===== config.mk =====
export PLATFORM = sky130hd
export DESIGN_NAME = kpq_dist_unit
export DESIGN_NICKNAME = d
export VERILOG_FILES = /design/src/hw/rtl/kpq_pkg.sv /design/src/hw/rtl/kpq_dist_unit.sv
export SDC_FILE = /design/constraint.sdc
export NUM_CORES = 1
export LEC_CHECK = 0
export BUFFER_PORTS_ARGS = -buffer_cell sky130_fd_sc_hd__buf_2
export CAP_MARGIN = 20
export CORE_MARGIN = 4
export CORE_UTILIZATION = 46
export DETAILED_ROUTE_END_ITERATION = 10
export PLACE_DENSITY = 0.68
export SLEW_MARGIN = 20
export SYNTH_ARGS = -nofsm -noshare
export SYNTH_HDL_FRONTEND = slang
export SYNTH_SLANG_ARGS = --single-unit

===== constraint.sdc =====
create_clock -name vclk -period 5.7
set_input_delay 0 -clock vclk [all_inputs]
set_output_delay 0 -clock vclk [all_outputs]
set_load 0.03 [all_outputs]

===== src/hw/rtl/kpq_pkg.sv =====
// kpq_pkg: shared types and constants of the k-point plus q mesh mapper
// no dependencies; used by kpq_mesh_mem, kpq_dist_unit and the top level
package kpq_pkg;

	// Q8.24 fixed point
	localparam logic [24:0] ONE_Q  = 25'h100_0000;
	localparam logic [23:0] HALF_Q = 24'h80_0000;

	// request codes
	localparam logic REQ_LOAD  = 1'b0;
	localparam logic REQ_START = 1'b1;

	// result status codes
	localparam logic [2:0] ST_OK        = 3'd0;
	localparam logic [2:0] ST_EMPTY     = 3'd1;
	localparam logic [2:0] ST_NO_TARGET = 3'd2;
	localparam logic [2:0] ST_DUPLICATE = 3'd3;
	localparam logic [2:0] ST_BAD_SHIFT = 3'd4;

	// register indexes
	localparam logic [1:0] CFG_Q_X = 2'd0;
	localparam logic [1:0] CFG_Q_Y = 2'd1;
	localparam logic [1:0] CFG_Q_Z = 2'd2;
	localparam logic [1:0] CFG_TOL = 2'd3;

	localparam logic [23:0] TOL_RESET = 24'd16;

	// one mesh point, lane 0 is x
	typedef logic [2:0][31:0] point_t;
	// k + q per axis, 33 bit signed
	typedef logic [2:0][32:0] kq_vec_t;

	// per-axis answer of the distance unit
	typedef struct packed {
		logic       fit;  // distance to nearest integer within tolerance
		logic [9:0] rnd;  // rounded integer, low 10 bits
	} lane_res_t;

	typedef lane_res_t [2:0] lane_res_vec_t;

endpackage


===== src/hw/rtl/kpq_dist_unit.sv =====
// kpq_dist_unit: shared difference, round-to-nearest and tolerance unit, three axes
// depends on kpq_pkg; used for both the mesh scan and the shift check
module kpq_dist_unit (
	input  kpq_pkg::kq_vec_t      kq,
	input  kpq_pkg::point_t       pt,
	input  logic [23:0]           tol,
	output kpq_pkg::lane_res_vec_t res
);
	import kpq_pkg::*;

	for (genvar a = 0; a < 3; a++) begin : g_lane
		logic [33:0] diff;
		logic [23:0] frac;
		logic [24:0] comp;
		logic [23:0] resid;
		logic [33:0] rsum;

		assign diff = {kq[a][32], kq[a]} - {{2{pt[a][31]}}, pt[a]};
		// distance to nearest integer is min(frac, one - frac), sign does not matter
		assign frac  = diff[23:0];
		assign comp  = ONE_Q - {1'b0, frac};
		assign resid = frac[23] ? comp[23:0] : frac;
		// half away from zero: negative values add one less
		assign rsum  = diff + {10'd0, HALF_Q} - {33'd0, diff[33]};

		assign res[a].fit = (resid <= tol);
		assign res[a].rnd = rsum[33:24];
	end

endmodule


======== Yosys cells after proc, flatten, opt, wreduce, memory -nomap -nowiden ========
Index checks and enable logic that the tools add are counted.
word-level totals
  logic and storage cells ................. 18
  register bits after elaboration ......... 0
cells by class
  order comparisons ....................... 3
  muxes and demuxes ....................... 3
  add/subtract/negate cells ............... 12
operators by type and width
  kind                                               count
  adder 34 x 24 -> 34 bit, second input constant     3
  subtractor 33 x 32 -> 34 bit                       3
  subtractor 34 x 1 -> 34 bit                        3
  <= comparator 24 bit                               3
  two-way mux 24 bit                                 3
  subtractor 1 x 24 -> 24 bit, first input constant  3

======== Longest topological paths before layout ========
  depth after elaboration ................. 4
  gate-level depth with buffers ........... 29

======== Worst setup path before layout ========
OpenSTA, ideal clock, no wires.
  kind .................................... input-to-output
  start ................................... input port kq[66] in the netlist's numbering
  end ..................................... output port res[24] in the netlist's numbering
  slack ................................... 0.614 ns
  data required time ...................... 5.700 ns
  data arrival time ....................... 5.086 ns
  stages .................................. 22
  buffers on the path ..................... 0
  cell sequence ........................... inv_1 -> ha_1 -> fa_1 -> nor2b_1 -> o31a_1 -> o31ai_2 -> o21bai_1 -> a22oi_1 -> nor3b_1 -> nor2_1 -> xnor2_1 -> inv_1 -> ha_1 -> nor4_1 -> a221oi_1 -> nor2_1 -> o21a_1 -> o21ai_0 -> nand2_1 -> nor4_1 -> a31o_2 -> a2111oi_0
RTL lines
  what             line                text
  start, declared  kpq_dist_unit.sv:4  input kpq_pkg::kq_vec_t kq,
  end, declared    kpq_dist_unit.sv:7  output kpq_pkg::lane_res_vec_t res

==> summary.txt <==
Power and ir drop
  • Logic pwr share: 100.0%
  • Pleak: 8.22 nW
  • Pwr dens: 273 nW/um^2
  • Seq pwr share: 0%
  • Worst VDD drop: 0.162 mV
  • Switching Power: 2.56 mW
  • Internal power: 1.66 mW
  • Power Total: 4.21 mW
  • Clk network pwr share: 0%
  • Sw Ratio: 60.7%

Synth
  • Seq/Total Area, Yosys: 0%
  • Netlist cell types: 80
  • Syn Inst Count: 1985
  • Warnings from Yosys: 0
  • Syn_nets: 2538
  • Synthesized area per cell: 6.88 sq um
  • Mapped cell area: 13700 sq um

Place
  • Port bufs: 252
  • Hpwl dp: 34.2 mm
  • GP Congestion: 0.975

Worst setup path
  • Critical Path End Type: primary output
  • CP Max Fanout: 4
  • Critical path data arrival time: 5.45 ns
  • CP required: 5.70 ns
  • Setup CP Type: input pin to primary output
  • Crit start category: input pin

STA
  • Fin. max-slew vios: 0
  • Final Critical Period: 5.45 ns
  • Worst Tran Pin Value: 0.926 ns
  • Worst Hold Slack: 0.675 ns
  • Final Hold Viols: 0
  • Final Setup Violations: 0
  • TNS Setup: 0 ns
  • F_max: 0.183 GHz
  • Fin crit share: 95.6%
  • Slew HR: 37.8%

Floorplan
  • Core ar.: 29000 sq um
  • FP Rows: 62
  • Die H: 180 um
  • Starting Density: 47.1%
  • Die area: 32500 sq um
  • Io pins: 252
  • Die X-Extent: 180 um

Global routing
  • GR peak layer: met2
  • Total congestion overflow: 0
  • GR Layer Usage met1: 30.6%
  • Vias in the first global route: 13.9k
  • Global-route wire length before repair: 64.1 mm
  • Met3 Track Usage GR: 0.767%
  • Largest net degree at the start of global routing: 26
  • GRT Util Overall: 22.3%
  • Initial antenna violation count: 1
  • GRT met2 Usage: 39.6%

Route
  • Final wirelength: 39.0 mm
  • Pre-antenna DRT Iters: 5
  • DR DRC count: 0
  • Initial drt markers: 785
  • Via density per instance: 5.59
  • Via count: 14.6k
  • Routed len/inst: 15.0 um
  • Antenna-violating nets left: 0

Layout
  • Commonest cells after routing, fill and taps aside: ha_1, inv_1, buf_2, a21oi_1, nor2_1
  • FILL cells: 2958
  • CLK BUF: 0
  • Multi-input logic area: 12500 sq um
  • Commonest non-fill, non-tap cell in the layout: ha_1
  • Area Overhead vs Synth: 12.9%
  • Share of layout cells above drive strength 1: 13.4%
  • Register area: 0 sq um
  • Net count, final: 2777
  • Seq_cells: 0

Min path
  • HP Start: kq[31]
  • Hold EP: res[9]
  • Hold Crit Depth: 6
  • Class of the worst hold path: input pin to primary output

Clocking
  • Hold buffers post-CTS: 0

Run
  • Max_cap viols: 0

Run status
  • Outcome: finished, final reports clean
power by group through the flow:
stage	Combinational [mW]	Sequential (mW)	Clock, mW
floorplan	3.17	0	0
global placement	4.08	0	0
detailed placement	4.15	0	0
CTS	4.18	0	0
global route	4.70	0	0.0000000234
finish	4.21	0	0.0000000235
metal layers:
layer	vias to the layer above	part of all wire, %
met2	466	46
met4	0	2.1
li1	7513	-
met3	47	5.4
met5	-	0
met1	6554	46
area by class of cell:
type | count | share of cell area [%]
multi-input combinational | 1662 | 80.9
timing repair buffer | 263 | 8.71
inverter | 297 | 7.23
tap | 384 | 3.11
antenna | 1 | 0.0162
Yosys cell counts, drive strengths merged (11+ instances only):
| cell type | number | area [sq um] |
|---|---|---|
| nor4 | 12 | 75.1 |
| a31oi | 21 | 131 |
| ha | 331 | 4140 |
| nor3 | 25 | 125 |
| o21bai | 31 | 233 |
| nand2b | 35 | 219 |
| a21o | 70 | 527 |
| a211oi | 14 | 115 |
| o21a | 44 | 330 |
| nor2 | 168 | 631 |
| and3 | 31 | 195 |
| inv | 297 | 1110 |
| a21oi | 200 | 1010 |
| xor2 | 50 | 445 |
| o21ai | 111 | 556 |
| nand4 | 34 | 213 |
| o211ai | 15 | 113 |
| nand3 | 37 | 185 |
| a221oi | 11 | 96.3 |
| xnor2 | 122 | 1080 |
| clkbuf | 24 | 90.1 |
| o31ai | 12 | 100 |
| nand2 | 106 | 398 |
| nor2b | 35 | 219 |
worst max path at each step:
stage / slack, ns / from / end
after floorplan: 0.61 / kq[66] / res[24]
after detailed placement: 0.25 / pt[65] / res[28]
after global routing: -0.07 / kq[66] / res[28]
final: 0.25 / kq[66] / res[28]
after CTS: 0.22 / pt[65] / res[28]
after global placement: 0.37 / kq[66] / res[28]
repair_timing:
item	4_1_cts	5_1_grt
resized for setup	0	6
hold endpoints to repair	0	0
buffers inserted	0	2
setup endpoints to repair	0	4
logic make-up (layout without fill, tap and decap cells):
family                     Yosys count  in the layout  share of synthesized area, %
buffers and inverters              323            560                          8.89
and+or+nand+nor                    529            529                          19.0
muxes                                1              1                        0.0733
AOI/OAI and AO/OA                  625            625                          30.0
other                                0              1                             0
xor gates and xnor gates           173            173                          11.3
adders and majority gates          334            334                          30.8
worst max-delay path, cell delays in order:
cell      delay [ns]
buf_2           0.07
inv_1           0.03
ha_1            0.21
fa_1            0.40
nor2b_1         0.16
o31a_1          0.24
o31ai_4         0.13
o21bai_1        0.25
a22oi_1         0.13
a21boi_0        0.29
nor2_1          0.11
xnor2_2         0.21
inv_1           0.12
ha_1            0.36
inv_1           0.05
a21oi_1         0.20
o21bai_1        0.12
a221oi_1        0.31
o21bai_1        0.12
a21o_1          0.21
a211o_1         0.30
a221o_1         0.37
a21o_1          0.24
or4b_1          0.51
nand3_1         0.09
buf_2           0.19
metrics by stage:
stage / util [%] / instance area (sq um) / cells / worst slack, ns
2_1_floorplan: - / 13700 / 1985 / 0.614
5_1_grt: 53.2 / 15400 / 2607 / -0.0733
3_3_place_gp: 53.0 / 15400 / 2604 / 0.373
3_5_place_dp: 53.0 / 15400 / 2604 / 0.252
6_report: 53.2 / 15400 / 2607 / 0.248
4_1_cts: 53.0 / 15400 / 2604 / 0.219
(Power assumes the default switching activity.)
